### config.mk
export PLATFORM = sky130hd
export DESIGN_NAME = table_interp_luminosity_flat
export DESIGN_NICKNAME = d
export VERILOG_FILES = /design/src/design/tli_pkg.sv /design/src/design/tli_stream_if.sv /design/src/design/tli_div.sv /design/src/design/table_interp_luminosity.sv /design/src/flat_wrapper.sv
export SDC_FILE = /design/constraint.sdc
export NUM_CORES = 2
export LEC_CHECK = 0
export BUFFER_PORTS_ARGS = -buffer_cell sky130_fd_sc_hd__buf_4
export CORE_MARGIN = 4
export CORE_UTILIZATION = 35
export DETAILED_ROUTE_END_ITERATION = 16
export SYNTH_ARGS = -nofsm -noshare
export SYNTH_HDL_FRONTEND = slang
export SYNTH_SLANG_ARGS = --single-unit
### constraint.sdc
create_clock -name clk_i -period 11.7 [get_ports clk_i]
set_clock_uncertainty 0.05 [all_clocks]
set_input_delay 2.34 -clock clk_i [delete_from_list [all_inputs] [get_ports clk_i]]
set_output_delay 2.34 -clock clk_i [all_outputs]
set_load 0.005 [all_outputs]
### src/design/tli_pkg.sv
`timescale 1ns / 1ps
// ----------------------------------------------------------------------------
// tli_pkg
// Shared types and constant tables for the luminosity table interpolator.
// ----------------------------------------------------------------------------
package tli_pkg;

  localparam int DataW        = 32;
  localparam int TableEntries = 21;
  localparam int FractionBits = 24;
  localparam int IdxW         = $clog2(TableEntries);
  localparam int CntW         = $clog2(TableEntries + 1);
  localparam int FlagW        = 2;

  typedef logic [DataW-1:0]   fixed_t;
  typedef logic [2*DataW-1:0] wide_t;
  typedef logic [FlagW-1:0]   flag_t;
  typedef logic [IdxW-1:0]    idx_t;
  typedef logic [CntW-1:0]    cnt_t;

  localparam flag_t FlagInside = 2'd0;
  localparam flag_t FlagBelow  = 2'd1;
  localparam flag_t FlagAbove  = 2'd2;

  typedef logic [63:0] dec_tab_t [TableEntries];
  typedef fixed_t      fix_tab_t [TableEntries];

  // decimal values scaled by 1e8
  localparam logic [63:0] DecScale = 64'd100000000;
  localparam logic [63:0] DecHalf  = 64'd50000000;
  localparam logic [63:0] FixMax   = 64'h0000_0000_FFFF_FFFF;

  localparam dec_tab_t MassDec = '{
    64'd80000000,   64'd90000000,   64'd100000000,  64'd110000000,
    64'd125000000,  64'd135000000,  64'd150000000,  64'd170000000,
    64'd200000000,  64'd250000000,  64'd300000000,  64'd400000000,
    64'd500000000,  64'd699999800,  64'd899997800,  64'd1199983900,
    64'd1499956800, 64'd1999958100, 64'd2499907700, 64'd3199809800,
    64'd3999665100
  };

  localparam dec_tab_t LpeDec = '{
    64'd2796209322, 64'd2885707938, 64'd2959881618, 64'd3021651755,
    64'd3082357317, 64'd3132654796, 64'd3212136499, 64'd3304425441,
    64'd3399946029, 64'd3481905200, 64'd3522220551, 64'd3584163201,
    64'd3631929100, 64'd3698056909, 64'd3734013383, 64'd3768326336,
    64'd3793895345, 64'd3817665699, 64'd3840573288, 64'd3867544519,
    64'd3884857662
  };

  localparam dec_tab_t SlyDec = '{
    64'd2441647000, 64'd2568373500, 64'd2673400500, 64'd2760864600,
    64'd2846821200, 64'd2918040700, 64'd3030583600, 64'd3247929800,
    64'd3561226000, 64'd3804286200, 64'd3948443200, 64'd4162309300,
    64'd4302200700, 64'd4454834700, 64'd4544989400, 64'd4648047000,
    64'd4729606200, 64'd4810615500, 64'd4859321600, 64'd4900667600,
    64'd4929189700
  };

  // round half up, saturate to 32 bits; evaluated at elaboration only
  function automatic fix_tab_t to_fixed_tab(dec_tab_t dec);
    fix_tab_t    res;
    logic [63:0] v;
    for (int i = 0; i < TableEntries; i++) begin
      v = ((dec[i] << FractionBits) + DecHalf) / DecScale;
      res[i] = (v > FixMax) ? '1 : v[DataW-1:0];
    end
    return res;
  endfunction

  localparam fix_tab_t MassFx = to_fixed_tab(MassDec);
  localparam fix_tab_t LpeFx  = to_fixed_tab(LpeDec);
  localparam fix_tab_t SlyFx  = to_fixed_tab(SlyDec);

endpackage

### src/design/tli_stream_if.sv
`timescale 1ns / 1ps
// ----------------------------------------------------------------------------
// tli_in_if / tli_out_if
// Valid/ready channels carrying the mass word and the result word.
// ----------------------------------------------------------------------------
interface tli_in_if;
  import tli_pkg::*;

  logic   valid;
  logic   ready;
  fixed_t mass;

  modport source (output valid, output mass, input ready);
  modport sink (input valid, input mass, output ready);
endinterface

interface tli_out_if;
  import tli_pkg::*;

  logic   valid;
  logic   ready;
  fixed_t log_pe_luminosity;
  fixed_t log_ionizing_rate;
  flag_t  range_flag;

  modport source (output valid, output log_pe_luminosity, output log_ionizing_rate,
                  output range_flag, input ready);
  modport sink (input valid, input log_pe_luminosity, input log_ionizing_rate,
                input range_flag, output ready);
endinterface

### src/design/tli_div.sv
`timescale 1ns / 1ps
// ----------------------------------------------------------------------------
// tli_div
// Two-lane restoring divider, one quotient bit per lane per cycle. Both
// lanes share the divisor. Quotients must fit in DataW bits.
// ----------------------------------------------------------------------------
module tli_div (
  input  logic           clk_i,
  input  logic           rst_ni,
  input  logic           start_i,
  input  tli_pkg::wide_t num_a_i,
  input  tli_pkg::wide_t num_b_i,
  input  tli_pkg::fixed_t divisor_i,
  output logic           done_o,
  output tli_pkg::fixed_t quo_a_o,
  output tli_pkg::fixed_t quo_b_o
);
  import tli_pkg::*;

  localparam int StepW = $clog2(DataW);
  localparam logic [StepW-1:0] LastStep = StepW'(DataW - 1);

  logic             busy_q, busy_d;
  logic             done_q, done_d;
  logic [StepW-1:0] step_q, step_d;
  fixed_t           div_q, div_d;
  fixed_t           rem_a_q, rem_a_d, sh_a_q, sh_a_d;
  fixed_t           rem_b_q, rem_b_d, sh_b_q, sh_b_d;

  logic [DataW:0] trial_a, trial_b;
  logic           ge_a, ge_b;

  assign trial_a = {rem_a_q, sh_a_q[DataW-1]};
  assign trial_b = {rem_b_q, sh_b_q[DataW-1]};
  assign ge_a    = trial_a >= {1'b0, div_q};
  assign ge_b    = trial_b >= {1'b0, div_q};

  always_comb begin
    busy_d  = busy_q;
    done_d  = done_q;
    step_d  = step_q;
    div_d   = div_q;
    rem_a_d = rem_a_q;
    sh_a_d  = sh_a_q;
    rem_b_d = rem_b_q;
    sh_b_d  = sh_b_q;
    if (start_i) begin
      busy_d  = 1'b1;
      done_d  = 1'b0;
      step_d  = '0;
      div_d   = divisor_i;
      rem_a_d = num_a_i[2*DataW-1:DataW];
      sh_a_d  = num_a_i[DataW-1:0];
      rem_b_d = num_b_i[2*DataW-1:DataW];
      sh_b_d  = num_b_i[DataW-1:0];
    end else if (busy_q) begin
      rem_a_d = ge_a ? DataW'(trial_a - {1'b0, div_q}) : trial_a[DataW-1:0];
      sh_a_d  = {sh_a_q[DataW-2:0], ge_a};
      rem_b_d = ge_b ? DataW'(trial_b - {1'b0, div_q}) : trial_b[DataW-1:0];
      sh_b_d  = {sh_b_q[DataW-2:0], ge_b};
      step_d  = step_q + 1'b1;
      if (step_q == LastStep) begin
        busy_d = 1'b0;
        done_d = 1'b1;
      end
    end
  end

  always_ff @(posedge clk_i or negedge rst_ni) begin
    if (!rst_ni) begin
      busy_q <= 1'b0;
      done_q <= 1'b0;
      step_q <= '0;
    end else begin
      busy_q <= busy_d;
      done_q <= done_d;
      step_q <= step_d;
    end
  end

  always_ff @(posedge clk_i) begin
    div_q   <= div_d;
    rem_a_q <= rem_a_d;
    sh_a_q  <= sh_a_d;
    rem_b_q <= rem_b_d;
    sh_b_q  <= sh_b_d;
  end

  assign done_o  = done_q;
  assign quo_a_o = sh_a_q;
  assign quo_b_o = sh_b_q;

endmodule

### src/design/table_interp_luminosity.sv
`timescale 1ns / 1ps
// ----------------------------------------------------------------------------
// table_interp_luminosity
// Piecewise-linear table lookup of two log luminosities from stellar mass.
// ----------------------------------------------------------------------------
// One mass word is taken at a time; ready is high only while the sequencer
// is idle. A mass outside the table goes from the range check straight to the
// final write. A mass inside the table passes through the range check, a
// binary search over the mass table, setup, two passes through the shared
// 32x32 multiplier, divider launch, the bit-serial divider and the final
// write. The next mass is accepted in the cycle after the result is written
// at the earliest. A finished result sits in an output register, so the next
// mass can be accepted while it waits to be taken; the final write stalls
// only while that register still holds an untaken word.
module table_interp_luminosity (
  input  logic        clk_i,
  input  logic        rst_ni,
  tli_in_if.sink      in_i,
  tli_out_if.source   out_o
);
  import tli_pkg::*;

  localparam logic [3:0] SIdle   = 4'd0;
  localparam logic [3:0] SRange  = 4'd1;
  localparam logic [3:0] SSearch = 4'd2;
  localparam logic [3:0] SSetup  = 4'd3;
  localparam logic [3:0] SMulL   = 4'd4;
  localparam logic [3:0] SMulS   = 4'd5;
  localparam logic [3:0] SDivGo  = 4'd6;
  localparam logic [3:0] SDiv    = 4'd7;
  localparam logic [3:0] SFinish = 4'd8;

  localparam idx_t LastSeg = IdxW'(TableEntries - 2);

  logic [3:0] state_q, state_d;
  cnt_t       lo_q, lo_d, hi_q, hi_d;
  idx_t       seg_q, seg_d;
  fixed_t     mass_q, mass_d;
  fixed_t     d_q, d_d, w_q, w_d;
  fixed_t     y0_l_q, y0_l_d, y0_s_q, y0_s_d;
  fixed_t     mag_l_q, mag_l_d, mag_s_q, mag_s_d;
  logic       up_l_q, up_l_d, up_s_q, up_s_d;
  logic       qzero_q, qzero_d;
  flag_t      flag_q, flag_d;
  wide_t      prod_q, prod_d, num_l_q, num_l_d;

  logic   out_valid_q, out_valid_d;
  fixed_t out_l_q, out_l_d, out_s_q, out_s_d;
  flag_t  out_flag_q, out_flag_d;

  logic [CntW:0] mid_sum;
  cnt_t          mid;
  idx_t          mid_idx, cand, seg_hi;
  fixed_t        t_mid, m0, m1, y1_l, y1_s, diff, q_l, q_s;
  fixed_t        mul_a;
  wide_t         prod_half;
  logic          div_start, div_done;
  fixed_t        quo_l, quo_s;
  logic          slot_free;

  assign mid_sum   = {1'b0, lo_q} + {1'b0, hi_q};
  assign mid       = mid_sum[CntW:1];
  assign mid_idx   = mid[IdxW-1:0];
  assign t_mid     = MassFx[mid_idx];
  assign seg_hi    = seg_q + 1'b1;
  assign m0        = MassFx[seg_q];
  assign m1        = MassFx[seg_hi];
  assign y1_l      = LpeFx[seg_hi];
  assign y1_s      = SlyFx[seg_hi];
  assign diff      = mass_q - m0;
  assign mul_a     = (state_q == SMulL) ? mag_l_q : mag_s_q;
  assign prod_half = prod_q + wide_t'(w_q >> 1);
  assign div_start = (state_q == SDivGo);
  assign slot_free = !out_valid_q || out_o.ready;
  assign q_l       = qzero_q ? '0 : quo_l;
  assign q_s       = qzero_q ? '0 : quo_s;

  always_comb begin
    cand = IdxW'(hi_q - 1'b1);
    if (t_mid == mass_q) begin
      cand = mid_idx;
    end
  end

  always_comb begin
    state_d     = state_q;
    lo_d        = lo_q;
    hi_d        = hi_q;
    seg_d       = seg_q;
    mass_d      = mass_q;
    d_d         = d_q;
    w_d         = w_q;
    y0_l_d      = y0_l_q;
    y0_s_d      = y0_s_q;
    mag_l_d     = mag_l_q;
    mag_s_d     = mag_s_q;
    up_l_d      = up_l_q;
    up_s_d      = up_s_q;
    qzero_d     = qzero_q;
    flag_d      = flag_q;
    prod_d      = prod_q;
    num_l_d     = num_l_q;
    out_valid_d = out_valid_q && !out_o.ready;
    out_l_d     = out_l_q;
    out_s_d     = out_s_q;
    out_flag_d  = out_flag_q;

    case (state_q)
      SIdle: begin
        if (in_i.valid) begin
          mass_d  = in_i.mass;
          state_d = SRange;
        end
      end
      SRange: begin
        qzero_d = 1'b1;
        up_l_d  = 1'b1;
        up_s_d  = 1'b1;
        if (mass_q < MassFx[0]) begin
          y0_l_d  = LpeFx[0];
          y0_s_d  = SlyFx[0];
          flag_d  = FlagBelow;
          state_d = SFinish;
        end else if (mass_q >= MassFx[TableEntries-1]) begin
          y0_l_d  = LpeFx[TableEntries-1];
          y0_s_d  = SlyFx[TableEntries-1];
          flag_d  = FlagAbove;
          state_d = SFinish;
        end else begin
          flag_d  = FlagInside;
          lo_d    = '0;
          hi_d    = CntW'(TableEntries);
          state_d = SSearch;
        end
      end
      SSearch: begin
        if (lo_q >= hi_q || t_mid == mass_q) begin
          seg_d   = (cand > LastSeg) ? LastSeg : cand;
          state_d = SSetup;
        end else if (t_mid < mass_q) begin
          lo_d = mid + 1'b1;
        end else begin
          hi_d = mid;
        end
      end
      SSetup: begin
        w_d     = (m1 > m0) ? (m1 - m0) : '0;
        d_d     = (mass_q >= m0) ? diff : '0;
        if (mass_q >= m0 && m1 > m0 && diff > (m1 - m0)) begin
          d_d = m1 - m0;
        end
        qzero_d = !(m1 > m0);
        y0_l_d  = LpeFx[seg_q];
        y0_s_d  = SlyFx[seg_q];
        up_l_d  = y1_l >= LpeFx[seg_q];
        up_s_d  = y1_s >= SlyFx[seg_q];
        mag_l_d = (y1_l >= LpeFx[seg_q]) ? (y1_l - LpeFx[seg_q]) : (LpeFx[seg_q] - y1_l);
        mag_s_d = (y1_s >= SlyFx[seg_q]) ? (y1_s - SlyFx[seg_q]) : (SlyFx[seg_q] - y1_s);
        state_d = qzero_d ? SFinish : SMulL;
      end
      SMulL: begin
        prod_d  = mul_a * d_q;
        state_d = SMulS;
      end
      SMulS: begin
        num_l_d = prod_half;
        prod_d  = mul_a * d_q;
        state_d = SDivGo;
      end
      SDivGo: begin
        state_d = SDiv;
      end
      SDiv: begin
        if (div_done) begin
          state_d = SFinish;
        end
      end
      SFinish: begin
        if (slot_free) begin
          out_valid_d = 1'b1;
          out_l_d     = up_l_q ? (y0_l_q + q_l) : (y0_l_q - q_l);
          out_s_d     = up_s_q ? (y0_s_q + q_s) : (y0_s_q - q_s);
          out_flag_d  = flag_q;
          state_d     = SIdle;
        end
      end
      default: begin
        state_d = SIdle;
      end
    endcase
  end

  tli_div u_div (
    .clk_i     (clk_i),
    .rst_ni    (rst_ni),
    .start_i   (div_start),
    .num_a_i   (num_l_q),
    .num_b_i   (prod_half),
    .divisor_i (w_q),
    .done_o    (div_done),
    .quo_a_o   (quo_l),
    .quo_b_o   (quo_s)
  );

  always_ff @(posedge clk_i or negedge rst_ni) begin
    if (!rst_ni) begin
      state_q     <= SIdle;
      out_valid_q <= 1'b0;
    end else begin
      state_q     <= state_d;
      out_valid_q <= out_valid_d;
    end
  end

  always_ff @(posedge clk_i) begin
    lo_q       <= lo_d;
    hi_q       <= hi_d;
    seg_q      <= seg_d;
    mass_q     <= mass_d;
    d_q        <= d_d;
    w_q        <= w_d;
    y0_l_q     <= y0_l_d;
    y0_s_q     <= y0_s_d;
    mag_l_q    <= mag_l_d;
    mag_s_q    <= mag_s_d;
    up_l_q     <= up_l_d;
    up_s_q     <= up_s_d;
    qzero_q    <= qzero_d;
    flag_q     <= flag_d;
    prod_q     <= prod_d;
    num_l_q    <= num_l_d;
    out_l_q    <= out_l_d;
    out_s_q    <= out_s_d;
    out_flag_q <= out_flag_d;
  end

  assign in_i.ready              = (state_q == SIdle);
  assign out_o.valid             = out_valid_q;
  assign out_o.log_pe_luminosity = out_l_q;
  assign out_o.log_ionizing_rate = out_s_q;
  assign out_o.range_flag        = out_flag_q;

endmodule

### src/flat_wrapper.sv
// flat-port wrapper written by rule: the top's interface ports become plain ports
module table_interp_luminosity_flat import tli_pkg::*;
  (clk_i, rst_ni, in_i_valid, in_i_mass, in_i_ready, out_o_valid, out_o_log_pe_luminosity, out_o_log_ionizing_rate, out_o_range_flag, out_o_ready);
  tli_in_if in_i_i ();
  tli_out_if out_o_i ();
  input  logic clk_i;
  input  logic rst_ni;
  input wire logic [$bits(in_i_i.valid)-1:0] in_i_valid;
  input wire logic [$bits(in_i_i.mass)-1:0] in_i_mass;
  output wire logic [$bits(in_i_i.ready)-1:0] in_i_ready;
  output wire logic [$bits(out_o_i.valid)-1:0] out_o_valid;
  output wire logic [$bits(out_o_i.log_pe_luminosity)-1:0] out_o_log_pe_luminosity;
  output wire logic [$bits(out_o_i.log_ionizing_rate)-1:0] out_o_log_ionizing_rate;
  output wire logic [$bits(out_o_i.range_flag)-1:0] out_o_range_flag;
  input wire logic [$bits(out_o_i.ready)-1:0] out_o_ready;
  assign in_i_i.valid = in_i_valid;
  assign in_i_i.mass = in_i_mass;
  assign in_i_ready = in_i_i.ready;
  assign out_o_valid = out_o_i.valid;
  assign out_o_log_pe_luminosity = out_o_i.log_pe_luminosity;
  assign out_o_log_ionizing_rate = out_o_i.log_ionizing_rate;
  assign out_o_range_flag = out_o_i.range_flag;
  assign out_o_i.ready = out_o_ready;
  table_interp_luminosity u_core (.clk_i(clk_i), .rst_ni(rst_ni), .in_i(in_i_i), .out_o(out_o_i));
endmodule
==> results.txt <==
* Critical Setup Path Class: reg2reg
* Worst Path Required: 12.16 ns
- Counting tap cells, the placed design contains a total of 11,866 instances.
- Normalized max-slew margin: 21.1%
- Final net count: 10,569
- DPL Wire Length: 226,000 um
- Final Util: 38.1%
* Crit path capture type: flip-flop
* Die extent in x: 490 um
* Maximum clock frequency: 0.0985 GHz
* Flop and latch count out of synthesis: 605
- The largest total area in the synthesized netlist belongs to sky130_fd_sc_hd__fa_1.
- Final setup violation count: 0
- The floorplan step defined a core boundary enclosing 0.231 mm^2.
- The finished layout holds 12,006 standard cells, fillers aside.
- Clock tree from TritonCTS: built
- First-pass iteration count of the detailed router: 7
* Worst-case reg-to-reg path depth: 28
* Kind of start point of the critical path: flip-flop
- The setup check on the worst reg-to-reg path leaves a slack of 1.55 ns.
- The most numerous cell type found on the critical path is sky130_fd_sc_hd__fa_1.
- Number of hold-repair buffers added at the cts stage: 0
* Netlist area before placement: 0.0813 mm^2
* Post-synthesis cell type count: 91
- Port-buffer cells: 103
- For the worst setup path, the data arrival time is 10.61 ns.
* Accumulated negative setup slack: 0 ns
- The synthesized netlist devotes 14.4% of its cell area to compound gates.
- Worst setup margin: 1.55 ns
- Residual DRC: 0
- Pin count of the biggest net entering global routing: 91
- Source of the critical timing path: u_core.state_q[3]
- Max-capacitance violation count: 0
- sky130_fd_sc_hd__inv_1 is the most common cell in the netlist.
- Endpoints failing hold: 0
- For this run the aggregate overflow at the end of global routing stands at 0.
- The number of antenna violations at the first check in global routing is 24.
- Timing analysis after detailed placement gives a worst setup slack of 1.69 ns.
* Arithmetic-cell share of the synthesized area counting full adders, half adders and majority gates: 33.3%
- Fraction of the yosys area taken by sequential cells: 22.3%
* Share of final-layout standard cells stronger than drive strength 1: 5.39%
- The first global-routing pass estimated 425,000 um of wire.
- TritonCTS created 72 clock buffers.
* Post-Synthesis Cells: 9,065
* Cell types occupying the most area after synthesis: sky130_fd_sc_hd__fa_1, sky130_fd_sc_hd__edfxtp_1, sky130_fd_sc_hd__ha_1, sky130_fd_sc_hd__inv_1, sky130_fd_sc_hd__and2_1
- Routed Antenna Nets: 0
- Subtracting the final worst setup slack from the clock period gives 10.15 ns.
* Global-route usage over all layers: 23.0%
* Total number of yosys warnings: 0
- The initial utilization of the core area, before any placement, comes to 35.3%.
- Sequential cell area: 0.0181 mm^2
- Net count after synthesis: 10,720
- The worst register-to-register path begins at u_core.state_q[3].
- Destination of the critical timing path: u_core.prod_q[63]
- Of the available clock period, the critical path in the final layout requires 86.8%.
- Buffers inserted during post-CTS setup optimization: 0
- Die Height: 490 um
- H-tree lvl count: 3
* Clock tree buffer depth: 3
* Share of cell area taken by muxes after synthesis: 1.39%
- Clk pin slew, worst setup/hold paths: 0.06 ns
- The synthesized netlist devotes 4.17% of its cell area to XOR and XNOR gates.
* Via count of the first global-routing pass: 67,107
- Relative area change from synthesis to final layout: 7.94%
- The routed design has 282,000 um of wire.
* Ys flop type: sky130_fd_sc_hd__edfxtp_1
- Dividing the detail-routed via count by the number of cells gives 5.49.
- Pin placement for this block handled 104 I/O pins.
- Setup repair after global routing missed its margin: no
- Endpoint of the worst register-to-register path: u_core.prod_q[63]
- By area, the combinational part of the netlist is dominated by adder cells.
- The slowest stage of the critical path is the sky130_fd_sc_hd__mux2_2 cell.
* Fraction of registers with async set or reset after synthesis: 1.98%
- The max-slew violation count is 0.
* Weighted congestion reported at the end of routability-driven placement: 1.00
- The layout has 23,076 filler cells.
- Via Count: 65,918
- Root buffer cell: sky130_fd_sc_hd__clkbuf_16
- The clock drives 605 sinks.
- WL/cell: 23.5 um
* Slowest stage delay, CP: 0.69 ns
* Post-Syn Area per Cell: 8.97 um^2
- Area occupied by multi-input gates: 0.0571 mm^2
* Tightest Pin Transition: 1.17 ns
- Summed over its instances, the top area cell type makes up 22.4% of the synthesized netlist area.
- Cell types with the highest counts after synthesis: sky130_fd_sc_hd__inv_1, sky130_fd_sc_hd__nand2_1, sky130_fd_sc_hd__fa_1
- Core Rows: 176
- Synthesized-area fraction occupied by and/or/nand/nor cells: 16.8%
- The die covers 0.240 mm^2.
- Clk Latency, worst-skew pair: 0.69 ns
- Along the worst path, the maximum fanout reaches 32.
- Number of enable-type register cells in the synthesized netlist: 593
- PostCTS Resize Cnt: 0
- Path class of the lowest-slack min-delay path: reg2reg
- Run status: finished, final reports clean
- Initial drt markers: 6,132
-- layout make-up --
type | count | share of cell area (%)
Antenna cell | 12 | 0.0342
Inverter | 1186 | 5.08
Timing Repair Buffer | 244 | 2.09
Multi-Input combinational cell | 6805 | 65.0
Clock inverter | 47 | 0.733
Sequential cell | 605 | 20.6
Tap cell | 3026 | 4.31
Clock buffer | 81 | 2.09
-- state kept, by name (all words and copies together), names as in the netlist, 5 cells and up --
| name | count |
|---|---|
| u_core.d_q | 32 |
| u_core.hi_q | 5 |
| u_core.lo_q | 5 |
| u_core.mag_l_q | 32 |
| u_core.mag_s_q | 32 |
| u_core.mass_q | 32 |
| u_core.num_l_q | 64 |
| u_core.out_o.log_ionizing_rate | 32 |
| u_core.out_o.log_pe_luminosity | 32 |
| u_core.prod_q | 64 |
| u_core.seg_q | 5 |
| u_core.u_div.div_q | 32 |
| u_core.u_div.quo_a_o | 32 |
| u_core.u_div.quo_b_o | 32 |
| u_core.u_div.rem_a_q | 32 |
| u_core.u_div.rem_b_q | 32 |
| u_core.u_div.step_q | 5 |
| u_core.w_q | 32 |
| u_core.y0_l_q | 29 |
| u_core.y0_s_q | 30 |
-- layer usage --
layer,track usage (%),part of all wire [%]
met1,31.6,44
met2,36.5,45
met3,3.50,6.8
met4,8.49,4.1
met5,0,0.010
-- through the flow --
stage / hold WS [ns] / instance area [um^2]
CTS: 0.376 / 87700
floorplan: 0.350 / 81300
detailed placement: 0.362 / 85300
global placement: 0.368 / 85300
finish: 0.376 / 87800
global route: 0.385 / 87700
-- cells in the final DEF, fill, tap and decap left out, types with 60 or more instances in the layout --
cell / n
sky130_fd_sc_hd__edfxtp_1: 593
sky130_fd_sc_hd__nand2_1: 1000
sky130_fd_sc_hd__nor2_1: 563
sky130_fd_sc_hd__a21oi_1: 612
sky130_fd_sc_hd__and2_1: 633
sky130_fd_sc_hd__buf_4: 244
sky130_fd_sc_hd__fa_1: 908
sky130_fd_sc_hd__xor2_1: 118
sky130_fd_sc_hd__o21a_1: 94
sky130_fd_sc_hd__inv_1: 1181
sky130_fd_sc_hd__and3_1: 60
sky130_fd_sc_hd__clkbuf_16: 72
sky130_fd_sc_hd__nor3_1: 116
sky130_fd_sc_hd__ha_1: 710
sky130_fd_sc_hd__o21ai_0: 357
sky130_fd_sc_hd__xnor2_1: 267
sky130_fd_sc_hd__nand3_1: 123
sky130_fd_sc_hd__nand4_1: 66
sky130_fd_sc_hd__a21o_1: 266
sky130_fd_sc_hd__a31oi_1: 64
sky130_fd_sc_hd__nand2b_1: 68
-- how the worst min path moves through the flow --
stage / from / to / slack [ns] / cells after the start
floorplan: u_core.flag_q[0] / u_core.out_o.range_flag[0] / 0.35 / 0
global placement: u_core.w_q[0] / u_core.u_div.div_q[0] / 0.37 / 0
detailed placement: u_core.w_q[0] / u_core.u_div.div_q[0] / 0.36 / 0
CTS: u_core.w_q[0] / u_core.u_div.div_q[0] / 0.38 / 0
global route: u_core.flag_q[0] / u_core.out_o.range_flag[0] / 0.38 / 0
finish: u_core.w_q[0] / u_core.u_div.div_q[0] / 0.38 / 0
-- worst max-delay path: cells and delay by family (launching register included) --
family / cells / cell delay [ns]
adders and majority gates: 9 / 4.30
AOI/OAI and AO/OA: 6 / 1.82
and+or+nand+nor: 8 / 1.64
buffers and inverters: 4 / 0.92
muxes: 1 / 0.69
DFF: 1 / 0.46
-- kinds of logic (layout without fill, tap and decap cells) --
group                    after synthesis  in the layout
AND/OR/NAND/NOR                     2835           2835
AO/OA/AOI/OAI                       1857           1857
buffers and inverters               1655           1558
adder cells (fa/ha/maj)             1619           1619
flip-flops                           605            605
XOR/XNOR                             387            387
multiplexers                         106            106
other                                  1             13
Power is not shown: default switching activity piles up to over one toggle a cycle in this logic, so the estimate is an artifact.
